--- src/sv/sfq_pkg.sv ---
// ----------------------------------------------------------------------------
// sfq_pkg
// Shared types for the searchable FIFO queue: operation and status codes,
// controller states and the command and status groups between the
// controller and the datapath.
// ----------------------------------------------------------------------------
package sfq_pkg;

  typedef enum logic [1:0] {
    MODE_ENQ    = 2'd0,
    MODE_DEQ    = 2'd1,
    MODE_SEARCH = 2'd2,
    MODE_DELETE = 2'd3
  } mode_t;

  typedef enum logic [1:0] {
    ST_OK        = 2'd0,
    ST_EMPTY     = 2'd1,
    ST_NOT_FOUND = 2'd2,
    ST_FULL      = 2'd3
  } status_t;

  typedef enum logic [3:0] {
    S_IDLE,
    S_DISPATCH,
    S_ENQ_POP,
    S_DEQ_RD,
    S_WALK,
    S_DEL_FREE,
    S_DONE
  } state_t;

  typedef struct packed {
    logic    load_in;
    logic    set_st;
    status_t st_code;
    logic    enq_fresh;
    logic    enq_pop_rd;
    logic    enq_recyc;
    logic    deq_rd;
    logic    deq_fin;
    logic    walk_start;
    logic    walk_step;
    logic    found;
    logic    del_unlink;
    logic    del_free;
    logic    out_load;
  } dp_cmd_t;

  typedef struct packed {
    mode_t mode;
    logic  full;
    logic  empty;
    logic  recyc;
    logic  match;
    logic  last;
    logic  out_free;
  } dp_stat_t;

endpackage

--- src/sv/sfq_ctrl.sv ---
// ----------------------------------------------------------------------------
// sfq_ctrl
// Controller for the searchable FIFO queue: sequences one operation at a
// time through allocation, list walk, unlink and result load.
// ----------------------------------------------------------------------------
module sfq_ctrl (
  input  logic              clk,
  input  logic              rst_n,
  input  logic              in_tvalid,
  output logic              in_tready,
  input  sfq_pkg::dp_stat_t stat,
  output sfq_pkg::dp_cmd_t  cmd
);

  sfq_pkg::state_t state_r, state_nxt;

  always_ff @(posedge clk) begin
    if (!rst_n) begin
      state_r <= sfq_pkg::S_IDLE;
    end else begin
      state_r <= state_nxt;
    end
  end

  always_comb begin
    state_nxt   = state_r;
    cmd         = '0;
    cmd.st_code = sfq_pkg::ST_OK;
    in_tready   = 1'b0;
    case (state_r)
      sfq_pkg::S_IDLE: begin
        in_tready = 1'b1;
        if (in_tvalid) begin
          cmd.load_in = 1'b1;
          state_nxt   = sfq_pkg::S_DISPATCH;
        end
      end
      sfq_pkg::S_DISPATCH: begin
        case (stat.mode)
          sfq_pkg::MODE_ENQ: begin
            if (stat.full) begin
              cmd.set_st  = 1'b1;
              cmd.st_code = sfq_pkg::ST_FULL;
              state_nxt   = sfq_pkg::S_DONE;
            end else if (stat.recyc) begin
              cmd.enq_pop_rd = 1'b1;
              state_nxt      = sfq_pkg::S_ENQ_POP;
            end else begin
              cmd.enq_fresh = 1'b1;
              state_nxt     = sfq_pkg::S_DONE;
            end
          end
          sfq_pkg::MODE_DEQ: begin
            if (stat.empty) begin
              cmd.set_st  = 1'b1;
              cmd.st_code = sfq_pkg::ST_EMPTY;
              state_nxt   = sfq_pkg::S_DONE;
            end else begin
              cmd.deq_rd = 1'b1;
              state_nxt  = sfq_pkg::S_DEQ_RD;
            end
          end
          sfq_pkg::MODE_SEARCH: begin
            if (stat.empty) begin
              cmd.set_st  = 1'b1;
              cmd.st_code = sfq_pkg::ST_NOT_FOUND;
              state_nxt   = sfq_pkg::S_DONE;
            end else begin
              cmd.walk_start = 1'b1;
              state_nxt      = sfq_pkg::S_WALK;
            end
          end
          default: begin
            if (stat.empty) begin
              cmd.set_st  = 1'b1;
              cmd.st_code = sfq_pkg::ST_EMPTY;
              state_nxt   = sfq_pkg::S_DONE;
            end else begin
              cmd.walk_start = 1'b1;
              state_nxt      = sfq_pkg::S_WALK;
            end
          end
        endcase
      end
      sfq_pkg::S_ENQ_POP: begin
        cmd.enq_recyc = 1'b1;
        state_nxt     = sfq_pkg::S_DONE;
      end
      sfq_pkg::S_DEQ_RD: begin
        cmd.deq_fin = 1'b1;
        state_nxt   = sfq_pkg::S_DONE;
      end
      sfq_pkg::S_WALK: begin
        if (stat.match) begin
          if (stat.mode == sfq_pkg::MODE_SEARCH) begin
            cmd.found = 1'b1;
            state_nxt = sfq_pkg::S_DONE;
          end else begin
            cmd.del_unlink = 1'b1;
            state_nxt      = sfq_pkg::S_DEL_FREE;
          end
        end else if (stat.last) begin
          cmd.set_st  = 1'b1;
          cmd.st_code = sfq_pkg::ST_NOT_FOUND;
          state_nxt   = sfq_pkg::S_DONE;
        end else begin
          cmd.walk_step = 1'b1;
        end
      end
      sfq_pkg::S_DEL_FREE: begin
        cmd.del_free = 1'b1;
        state_nxt    = sfq_pkg::S_DONE;
      end
      sfq_pkg::S_DONE: begin
        if (stat.out_free) begin
          cmd.out_load = 1'b1;
          state_nxt    = sfq_pkg::S_IDLE;
        end
      end
      default: begin
        state_nxt = sfq_pkg::S_IDLE;
      end
    endcase
  end

endmodule

--- src/sv/sfq_datapath.sv ---
// ----------------------------------------------------------------------------
// sfq_datapath
// Entry memories, list pointers, walk registers and the result register of
// the searchable FIFO queue. Free entries come from a fresh counter and a
// linked list of released entries.
// ----------------------------------------------------------------------------
module sfq_datapath #(
  parameter int DEPTH      = 16,
  parameter int DATA_WIDTH = 32,
  localparam int IW        = $clog2(DEPTH),
  localparam int CW        = $clog2(DEPTH + 1)
) (
  input  logic                  clk,
  input  logic                  rst_n,
  input  sfq_pkg::mode_t        in_mode,
  input  logic [DATA_WIDTH-1:0] in_value,
  input  logic                  out_ready,
  output logic                  out_valid,
  output logic [DATA_WIDTH-1:0] out_value,
  output sfq_pkg::status_t      out_status,
  output logic                  out_empty,
  output logic [CW-1:0]         out_count,
  input  sfq_pkg::dp_cmd_t      cmd,
  output sfq_pkg::dp_stat_t     stat
);

  logic [DATA_WIDTH-1:0] data_mem [DEPTH];
  logic [IW-1:0]         next_mem [DEPTH];

  logic [DATA_WIDTH-1:0] data_q;
  logic [IW-1:0]         nx_q;
  logic [IW-1:0]         rd_addr;

  sfq_pkg::mode_t        op_r, op_nxt;
  logic [DATA_WIDTH-1:0] val_r, val_nxt;
  logic [DATA_WIDTH-1:0] rv_r, rv_nxt;
  sfq_pkg::status_t      st_r, st_nxt;
  logic [IW-1:0]         head_r, head_nxt;
  logic [IW-1:0]         tail_r, tail_nxt;
  logic [IW-1:0]         rfree_r, rfree_nxt;
  logic [CW-1:0]         fresh_r, fresh_nxt;
  logic [CW-1:0]         occ_r, occ_nxt;
  logic [IW-1:0]         cur_r, cur_nxt;
  logic [IW-1:0]         prev_r, prev_nxt;
  logic                  have_prev_r, have_prev_nxt;
  logic [CW-1:0]         k_r, k_nxt;

  logic                  out_valid_r, out_valid_nxt;
  logic [DATA_WIDTH-1:0] out_value_r, out_value_nxt;
  sfq_pkg::status_t      out_status_r, out_status_nxt;
  logic [CW-1:0]         out_count_r, out_count_nxt;

  logic                  enq;
  logic [IW-1:0]         alloc;
  logic                  nw_en;
  logic [IW-1:0]         nw_addr;
  logic [IW-1:0]         nw_data;

  assign enq   = cmd.enq_fresh | cmd.enq_recyc;
  assign alloc = cmd.enq_recyc ? rfree_r : fresh_r[IW-1:0];

  always_comb begin
    rd_addr = head_r;
    if (cmd.enq_pop_rd) begin
      rd_addr = rfree_r;
    end else if (cmd.walk_step) begin
      rd_addr = nx_q;
    end else if (cmd.deq_rd) begin
      rd_addr = head_r;
    end
  end

  always_comb begin
    nw_en   = 1'b0;
    nw_addr = tail_r;
    nw_data = alloc;
    if (enq && (occ_r != '0)) begin
      nw_en = 1'b1;
    end else if (cmd.deq_fin) begin
      nw_en   = 1'b1;
      nw_addr = head_r;
      nw_data = rfree_r;
    end else if (cmd.del_unlink && have_prev_r) begin
      nw_en   = 1'b1;
      nw_addr = prev_r;
      nw_data = nx_q;
    end else if (cmd.del_free) begin
      nw_en   = 1'b1;
      nw_addr = cur_r;
      nw_data = rfree_r;
    end
  end

  always_ff @(posedge clk) begin
    if (enq) begin
      data_mem[alloc] <= val_r;
    end
    if (nw_en) begin
      next_mem[nw_addr] <= nw_data;
    end
    data_q <= data_mem[rd_addr];
    nx_q   <= next_mem[rd_addr];
  end

  always_comb begin
    op_nxt         = op_r;
    val_nxt        = val_r;
    rv_nxt         = rv_r;
    st_nxt         = st_r;
    head_nxt       = head_r;
    tail_nxt       = tail_r;
    rfree_nxt      = rfree_r;
    fresh_nxt      = fresh_r;
    occ_nxt        = occ_r;
    cur_nxt        = cur_r;
    prev_nxt       = prev_r;
    have_prev_nxt  = have_prev_r;
    k_nxt          = k_r;
    out_valid_nxt  = out_valid_r & ~out_ready;
    out_value_nxt  = out_value_r;
    out_status_nxt = out_status_r;
    out_count_nxt  = out_count_r;

    if (cmd.load_in) begin
      op_nxt  = in_mode;
      val_nxt = in_value;
      rv_nxt  = '0;
      st_nxt  = sfq_pkg::ST_OK;
    end
    if (cmd.set_st) begin
      st_nxt = cmd.st_code;
    end
    if (enq) begin
      if (occ_r == '0) begin
        head_nxt = alloc;
      end
      tail_nxt = alloc;
      occ_nxt  = occ_r + CW'(1);
    end
    if (cmd.enq_fresh) begin
      fresh_nxt = fresh_r + CW'(1);
    end
    if (cmd.enq_recyc) begin
      rfree_nxt = nx_q;
    end
    if (cmd.deq_fin) begin
      rv_nxt    = data_q;
      head_nxt  = nx_q;
      rfree_nxt = head_r;
      occ_nxt   = occ_r - CW'(1);
    end
    if (cmd.walk_start) begin
      cur_nxt       = head_r;
      k_nxt         = '0;
      have_prev_nxt = 1'b0;
    end
    if (cmd.walk_step) begin
      prev_nxt      = cur_r;
      have_prev_nxt = 1'b1;
      cur_nxt       = nx_q;
      k_nxt         = k_r + CW'(1);
    end
    if (cmd.found) begin
      rv_nxt = data_q;
    end
    if (cmd.del_unlink) begin
      if (!have_prev_r) begin
        head_nxt = nx_q;
      end else if (cur_r == tail_r) begin
        tail_nxt = prev_r;
      end
    end
    if (cmd.del_free) begin
      rfree_nxt = cur_r;
      occ_nxt   = occ_r - CW'(1);
    end
    if (cmd.out_load) begin
      out_valid_nxt  = 1'b1;
      out_value_nxt  = rv_r;
      out_status_nxt = st_r;
      out_count_nxt  = occ_r;
    end
  end

  always_ff @(posedge clk) begin
    if (!rst_n) begin
      head_r      <= '0;
      tail_r      <= '0;
      rfree_r     <= '0;
      fresh_r     <= '0;
      occ_r       <= '0;
      out_valid_r <= 1'b0;
    end else begin
      head_r      <= head_nxt;
      tail_r      <= tail_nxt;
      rfree_r     <= rfree_nxt;
      fresh_r     <= fresh_nxt;
      occ_r       <= occ_nxt;
      out_valid_r <= out_valid_nxt;
    end
  end

  always_ff @(posedge clk) begin
    op_r         <= op_nxt;
    val_r        <= val_nxt;
    rv_r         <= rv_nxt;
    st_r         <= st_nxt;
    cur_r        <= cur_nxt;
    prev_r       <= prev_nxt;
    have_prev_r  <= have_prev_nxt;
    k_r          <= k_nxt;
    out_value_r  <= out_value_nxt;
    out_status_r <= out_status_nxt;
    out_count_r  <= out_count_nxt;
  end

  assign stat.mode     = op_r;
  assign stat.full     = (occ_r == CW'(DEPTH));
  assign stat.empty    = (occ_r == '0);
  assign stat.recyc    = (fresh_r != occ_r);
  assign stat.match    = (data_q == val_r);
  assign stat.last     = (CW'(k_r + CW'(1)) == occ_r);
  assign stat.out_free = ~out_valid_r | out_ready;

  assign out_valid  = out_valid_r;
  assign out_value  = out_value_r;
  assign out_status = out_status_r;
  assign out_empty  = (out_count_r == '0);
  assign out_count  = out_count_r;

endmodule

--- src/sv/searchable_fifo_queue.sv ---
// ----------------------------------------------------------------------------
// searchable_fifo_queue
// Bounded FIFO kept as a linked list of entries with enqueue, dequeue,
// search and delete-first-match operations, one result beat per operation.
// ----------------------------------------------------------------------------
//  channel | direction | tdata                               | tuser
//  in_     | slave     | value                               | mode
//  out_    | master    | result_value, is_empty, entry_count | status
//
//  Search and delete walk the list from the head, up to DEPTH entries;
//  delete then unlinks and frees the matching entry.
//  The walk reads one entry a cycle from the registered-read entry memory.
//  Reset clears the pointers and counts at once; no clearing pass.
//  A waiting result does not block the next input beat; the next result
//  holds until out_tready takes the previous one.
// ----------------------------------------------------------------------------
module searchable_fifo_queue #(
  parameter int DEPTH      = 16,
  parameter int DATA_WIDTH = 32,
  localparam int CW        = $clog2(DEPTH + 1),
  localparam int IN_W      = ((DATA_WIDTH + 7) / 8) * 8,
  localparam int OUT_W     = ((DATA_WIDTH + 1 + CW + 7) / 8) * 8
) (
  input  logic             clk,
  input  logic             rst_n,
  input  logic             in_tvalid,
  output logic             in_tready,
  input  logic [IN_W-1:0]  in_tdata,   // value
  input  logic [1:0]       in_tuser,   // mode
  output logic             out_tvalid,
  input  logic             out_tready,
  output logic [OUT_W-1:0] out_tdata,  // result_value, is_empty, entry_count
  output logic [1:0]       out_tuser   // status
);

  sfq_pkg::dp_cmd_t      cmd;
  sfq_pkg::dp_stat_t     stat;
  logic [DATA_WIDTH-1:0] res_value;
  sfq_pkg::status_t      res_status;
  logic                  res_empty;
  logic [CW-1:0]         res_count;

  sfq_ctrl u_ctrl (
    .clk       (clk),
    .rst_n     (rst_n),
    .in_tvalid (in_tvalid),
    .in_tready (in_tready),
    .stat      (stat),
    .cmd       (cmd)
  );

  sfq_datapath #(
    .DEPTH      (DEPTH),
    .DATA_WIDTH (DATA_WIDTH)
  ) u_datapath (
    .clk        (clk),
    .rst_n      (rst_n),
    .in_mode    (sfq_pkg::mode_t'(in_tuser)),
    .in_value   (in_tdata[DATA_WIDTH-1:0]),
    .out_ready  (out_tready),
    .out_valid  (out_tvalid),
    .out_value  (res_value),
    .out_status (res_status),
    .out_empty  (res_empty),
    .out_count  (res_count),
    .cmd        (cmd),
    .stat       (stat)
  );

  assign out_tdata = OUT_W'({res_count, res_empty, res_value});
  assign out_tuser = res_status;

endmodule

--- config.mk ---
export PLATFORM = sky130hd
export DESIGN_NAME = searchable_fifo_queue
export DESIGN_NICKNAME = d
export VERILOG_FILES = /design/src/sv/sfq_pkg.sv /design/src/sv/sfq_ctrl.sv /design/src/sv/sfq_datapath.sv /design/src/sv/searchable_fifo_queue.sv
export SDC_FILE = /design/constraint.sdc
export NUM_CORES = 1
export LEC_CHECK = 0
export ABC_AREA = 0
export BUFFER_PORTS_ARGS = -buffer_cell sky130_fd_sc_hd__buf_2
export CAP_MARGIN = 0
export CORE_MARGIN = 2
export CORE_UTILIZATION = 52
export CTS_CLUSTER_SIZE = 28
export DETAILED_ROUTE_END_ITERATION = 10
export PLACE_DENSITY = 0.68
export SLEW_MARGIN = 20
export SYNTH_ARGS = -nofsm -noshare
export SYNTH_HDL_FRONTEND = slang
export SYNTH_SLANG_ARGS = --single-unit
--- constraint.sdc ---
create_clock -name clk -period 6.35 [get_ports clk]
set_input_delay 0.635 -clock clk [delete_from_list [all_inputs] [get_ports clk]]
set_output_delay 0.635 -clock clk [all_outputs]
set_load 0.01 [all_outputs]
==> flow_summary.toml, run 1 <==
[outcome]
status = "completed"

[place]
dp_hpwl_um = 37600
gp_congestion = 0.871
io_buffers = 79

[pwr]
intPower_mw = 9.98
comb_power_share_pct = 17.7
finalPower_mw = 13.8
p_leak_nw = 10.6
vdd_drop_max_uv = 265
power_switching_mw = 3.83
clockPowerShare_pct = 33.1
switching_share_pct = 27.7
p_per_area_mw_per_mm2 = 415
p_seq_share_pct = 49.2

[yosys]
synth.distinct_cells = 54
yosys.area.top_type = "edfxtp_1"
synth_top_family_by_area = "multiplexers"
synth_top_cell_area_share_pct = 71.5
synth-main-ff-cell = "edfxtp_1"
ys_ff_latch = 759
syn_area_per_cell_um2 = 17.2
synth_edf_count = 696
netlist_area_mm2 = 0.0292
synthXorXnorAreaFrac_pct = 1.74
muxShareOfSynthArea_pct = 10.8
synth_warnings = 0
synthTopCellsByArea = "edfxtp_1 71%, mux2i_1 11%, dfxtp_1 4.3%, o22ai_1 3.1%, xnor2_1 1.3%"
synthArstFlopShare_pct = 0
ys_seq_area_share_pct = 75.8
synth_compound_area_share_pct = 4.71
synth-simple-area-share_pct = 4.90
synth_cells = 1702
synth_adder_area_share_pct = 0.214

[cts]
clockBufferDepth = 3
cts_root_buf = "clkbuf_16"
cts_resized = 0
clk_pin_slew_ns = 0.06
cts_setup_buffers = 0
cts.sinks = 759
h-tree-depth = 3
cts_buffers = 77
clock_latency_ns = 0.62
cts_tree = "done"
cts-hold-fix-buffers = 0

[worst_setup_path]
critPathLaunchType = "register"
crit_path_end_kind = "register"
worstPathRequired_ns = 6.82
crit_type = "reg2reg"
arrival_ns = 5.40
worstPathMaxFanout = 50

[route]
vias = 15500
wl_um = 67500
drtIter0Drc = 1741
antenna_left = 0
viasPerCell = 5.90
drc = 0
wire_per_inst_um = 25.6
dr.pass1.iters = 5

[timing]
fin_setup_tns_ns = 0
slew_violations = 0
fmax_mhz = 203
min_period_ns = 4.93
rsz0062_at_grt = "no"
finalHoldViolCount = 0
skew_ns = 0.0221
tightest_slew_ns = 1.07
setup_viol = 0
fin_crit_sh_pct = 77.6
max_slew_margin_pct = 28.7

[global_route]
grt_pass1_wl_um = 98600
grt_antenna_before_repair = 0
grt_max_degree = 61
grt_overflow = 0
grtUsageTotal_pct = 23.6
grt_pass1_vias = 15400

[floorplan]
io_pins = 82
die_h_um = 241
die_area_mm2 = 0.0582
die_w_um = 241
fp.coreArea_mm2 = 0.0553
fp-row-count = 86
start_util_pct = 52.9

[layout]
fill_cells = 4055
area_growth_syn_to_layout_pct = 13.6
drive_gt1_share_pct = 15.1
final_cell_mix = "696 x edfxtp_1, 311 x mux2i_1, 144 x o22ai_1"
multiInputGateArea_mm2 = 0.00671
finalNetCount = 1864
ff_latch_area_mm2 = 0.0222
layout_commonest_cell = "edfxtp_1"

[run]
cap_viol_max_count = 0

[hold_path]
min_path_type = "in2reg"
power by group through the flow:
stage                     registers [mW]  logic (mW)  clock network (mW)
final                               6.80        2.44                4.56
after global routing                6.86        2.60                4.83
after global placement              6.86        2.39                   0
after detailed placement            6.89        2.43                   0
after CTS                           6.79        2.44                4.63
after floorplan                     6.67        1.78                   0
layer usage:
layer | wire length, um | global-route usage [%] | vias to the layer above
met4 | 2080 | 8.98 | 0
met3 | 5590 | 4.44 | 136
met2 | 32200 | 37.7 | 647
li1 | - | - | 6924
met5 | 0 | 0 | -
met1 | 27600 | 32.3 | 7839
flip-flops by register name, summed over array words and instances (netlist names), 5 cells and up:
| name | cells |
|---|---|
| u_datapath.rv_r | 32 |
| u_datapath.data_q | 32 |
| u_datapath.val_r | 32 |
| u_datapath.out_value | 32 |
| u_datapath.next_mem | 64 |
| u_datapath.data_mem | 512 |
| u_datapath.fresh_r | 5 |
| u_datapath.occ_r | 5 |
| u_datapath.k_r | 5 |
| u_datapath.out_count | 5 |
cell type report:
class / count / share of cell area [%]
flip-flops and latches: 759 / 66.7
multi-input cells: 850 / 20.2
clock buffers: 103 / 6.37
well taps: 748 / 2.82
repair buffers: 126 / 2.48
clock inverters: 38 / 1.33
inverters: 7 / 0.0791
diodes: 2 / 0.0151
cells in the mapped netlist (13+ instances only):
cell type / n
o21ai_0: 24
dfxtp_1: 63
or4_1: 39
nand4_1: 13
edfxtp_1: 696
nand3_1: 13
mux2i_1: 311
nor2_1: 61
a21oi_1: 17
xnor2_1: 44
nor2b_1: 46
o22ai_1: 144
clkbuf_1: 23
buf_6: 13
xor2_1: 14
buf_2: 36
nand2_1: 28
worst max-delay path, stage by stage (launching register included):
cell	delay (ns)
edfxtp_1	0.61
xnor2_1	0.41
nand4_1	0.25
nor4_2	0.74
a21bo_2	0.28
o21ai_0	0.17
a31oi_4	0.87
buf_12	0.40
mux2i_1	0.29
o22ai_1	0.14
or4_1	0.57
through the flow:
step                worst slack (ns)  instances  hold WS (ns)  util, %  area [um^2]
finish                          1.42       2633         0.187     60.1        33200
global route                    1.20       2631         0.167     60.1        33200
CTS                             1.41       2630         0.158     60.0        33200
detailed placement              1.46       2489         0.405     55.4        30600
global placement                1.48       2489         0.406     55.4        30600
floorplan                       1.14       1703         0.400        -        29200
path summary, 6_finish.rpt:
| kind | from | endpoint | slack (ns) | cells past startpoint |
|---|---|---|---|---|
| worst max-delay path | u_datapath.val_r[17]$_DFFE_PP_ | u_datapath.data_q[6]$_DFF_P_ | 1.42 | 10 |
| worst min-delay path | in_tdata[23] | u_datapath.val_r[23]$_DFFE_PP_ | 0.19 | 1 |
| worst max register to register | u_datapath.val_r[17]$_DFFE_PP_ | u_datapath.data_q[6]$_DFF_P_ | 1.42 | 10 |
| worst min register to register | u_datapath.rv_r[3]$_DFFE_PP_ | u_datapath.out_value[3]$_DFFE_PP_ | 0.42 | 0 |
cells by family after synthesis:
family	after synthesis
xor+xnor	58
fa+ha+maj	5
mux	315
flops	759
compound gates	218
simple gates	252
other cells	1
buf+inv	94
Power figures use the tool's default switching activity.
==> run 2, diff against run 1 <==
--- a/config.mk
+++ b/config.mk
@@ -12,7 +12,7 @@
 export CORE_UTILIZATION = 52
 export CTS_CLUSTER_SIZE = 28
 export DETAILED_ROUTE_END_ITERATION = 10
-export PLACE_DENSITY = 0.68
+export PLACE_DENSITY = 0.71
 export SLEW_MARGIN = 20
 export SYNTH_ARGS = -nofsm -noshare
 export SYNTH_HDL_FRONTEND = slang
==> constraint.sdc (replaced) <==
create_clock -name clk -period 4.36 [get_ports clk]
set_input_delay 0.436 -clock clk [delete_from_list [all_inputs] [get_ports clk]]
set_output_delay 0.436 -clock clk [all_outputs]
set_load 0.01 [all_outputs]
==> flow_summary.toml, run 2 (synthesis results as in run 1) <==
[timing]
slew_violations = 0
min_period_ns = 4.10
setup_viol = 0
max_slew_margin_pct = 43.4
tightest_slew_ns = 0.842
fin_setup_tns_ns = 0
fmax_mhz = 244
rsz0062_at_grt = "no"
fin_crit_sh_pct = 94.0
skew_ns = 0.0242
finalHoldViolCount = 0

[layout]
fill_cells = 3966
largest_reg_flops = 512
top_regs = "u_datapath.data_mem: 512 flops, u_datapath.next_mem: 64 flops"
layout_commonest_cell = "edfxtp_1"
area_growth_syn_to_layout_pct = 16.7
antenna_cells = 0
drive_gt1_share_pct = 16.9
final_cell_mix = "696 x edfxtp_1, 311 x mux2i_1, 144 x o22ai_1"
fin_util_pct = 61.7
regMostFlops = "u_datapath.data_mem"
finalNetCount = 1925

[global_route]
grt_pass1_wl_um = 98000
grt_pass1_vias = 15700
grtUsageTotal_pct = 23.4
grt_antenna_before_repair = 0
grt_overflow = 0
grt_max_degree = 41

[cts]
cts-hold-fix-buffers = 25
clk_pin_slew_ns = 0.06
cts.sinks = 759
cts_root_buf = "clkbuf_16"
clock_latency_ns = 0.63
clockBufferDepth = 3
cts_resized = 0
cts_tree = "done"
cts_setup_buffers = 0
cts_buffers = 76
h-tree-depth = 3

[place]
io_buffers = 79
gp_congestion = 0.880
dp_hpwl_um = 38500

[route]
wl_um = 67200
antenna_left = 0
dr.pass1.iters = 5
vias = 15900
wire_per_inst_um = 25.0
drtIter0Drc = 1668
drc = 0
viasPerCell = 5.91

[pwr]
p_leak_nw = 11.1
clockPowerShare_pct = 33.4
switching_share_pct = 27.3
p_per_area_mw_per_mm2 = 602
p_seq_share_pct = 47.7
vdd_drop_max_uv = 388
comb_power_share_pct = 18.9
intPower_mw = 14.9
power_switching_mw = 5.61

[worst_setup_path]
worstPathRequired_ns = 4.63
crit_type = "reg2reg"
critPathLaunchType = "register"
worstPathMaxFanout = 17
arrival_ns = 4.37
crit_path_end_kind = "register"

[outcome]
status = "completed"

[floorplan]
io_pins = 82
start_util_pct = 52.9
die_area_mm2 = 0.0582
die_w_um = 241
fp-row-count = 86
die_h_um = 241
fp.coreArea_mm2 = 0.0553

[run]
cap_viol_max_count = 0

[hold_path]
min_path_type = "in2reg"
==> run 2: changes by cell type in the layout (fill, tap and decap cells not counted), moves of 2 or more <==
cell,change
dlygate4sd3_1,+25
buf_12,+21
buf_4,+16
clkinv_1,-7
bufinv_16,+4
clkbuf_8,+3
clkbuf_16,-2
clkinv_2,+2
diode_2,-2
nor3b_2,-2
nor3b_4,+2
==> run 2: layer usage <==
| layer | vias up | share of wire (%) | track usage (%) |
|---|---|---|---|
| met5 | - | 0 | 0 |
| met4 | 0 | 2.2 | 7.39 |
| met3 | 128 | 7.7 | 3.84 |
| met2 | 698 | 48 | 37.5 |
| met1 | 8013 | 42 | 33.0 |
| li1 | 7062 | - | - |
==> run 2: critical path, cell delays in order (launching register included) <==
cell,delay [ns]
edfxtp_1,0.62
xnor2_1,0.49
nand4_1,0.17
nor4_2,0.36
buf_4,0.22
nand3_1,0.09
or3b_1,0.60
mux2i_1,0.22
o21ai_0,0.17
or3b_1,0.47
nor2_1,0.34
==> run 2: worst paths after layout <==
| path | startpoint | to | slack [ns] | cells after the start |
|---|---|---|---|---|
| max reg2reg | u_datapath.val_r[14]$_DFFE_PP_ | u_datapath.next_mem[1][1]$_DFFE_PP_ | 0.26 | 10 |
| min reg2reg | u_datapath.rv_r[1]$_DFFE_PP_ | u_datapath.out_value[1]$_DFFE_PP_ | 0.42 | 0 |
| max | u_datapath.val_r[14]$_DFFE_PP_ | u_datapath.next_mem[1][1]$_DFFE_PP_ | 0.26 | 10 |
| min | in_tdata[13] | u_datapath.val_r[13]$_DFFE_PP_ | 0.02 | 1 |
==> run 2: final cells by class <==
| class | instances | area, um^2 | area share (%) |
|---|---|---|---|
| Clock buffer | 103 | 2100 | 6.17 |
| Clock inverter | 37 | 547 | 1.60 |
| Inverter | 7 | 26.3 | 0.0770 |
| Multi-Input combinational cell | 850 | 6730 | 19.7 |
| Sequential cell | 759 | 22200 | 65.0 |
| Tap cell | 748 | 936 | 2.74 |
| Timing Repair Buffer | 188 | 1610 | 4.73 |
==> run 2: metrics by stage <==
stage	hold WS (ns)	cell area (um^2)	std cells	total power [mW]	setup WS (ns)
after floorplan	0.400	29300	1703	12.3	0.200
after global placement	0.402	31200	2527	13.7	0.402
after detailed placement	0.405	31200	2527	13.8	0.243
after CTS	0.00433	34100	2692	20.6	0.219
after global routing	0.0216	34100	2692	21.2	0.0428
final	0.0185	34100	2692	20.5	0.260
==> run 2: power by group through the flow <==
| stage | sequential [mW] | combinational [mW] | clock, mW |
|---|---|---|---|
| floorplan | 9.72 | 2.60 | 0 |
| detailed placement | 9.92 | 3.85 | 0 |
| global route | 9.86 | 4.15 | 7.23 |
| finish | 9.79 | 3.89 | 6.86 |
| global placement | 9.89 | 3.79 | 0 |
| CTS | 9.78 | 3.89 | 6.95 |
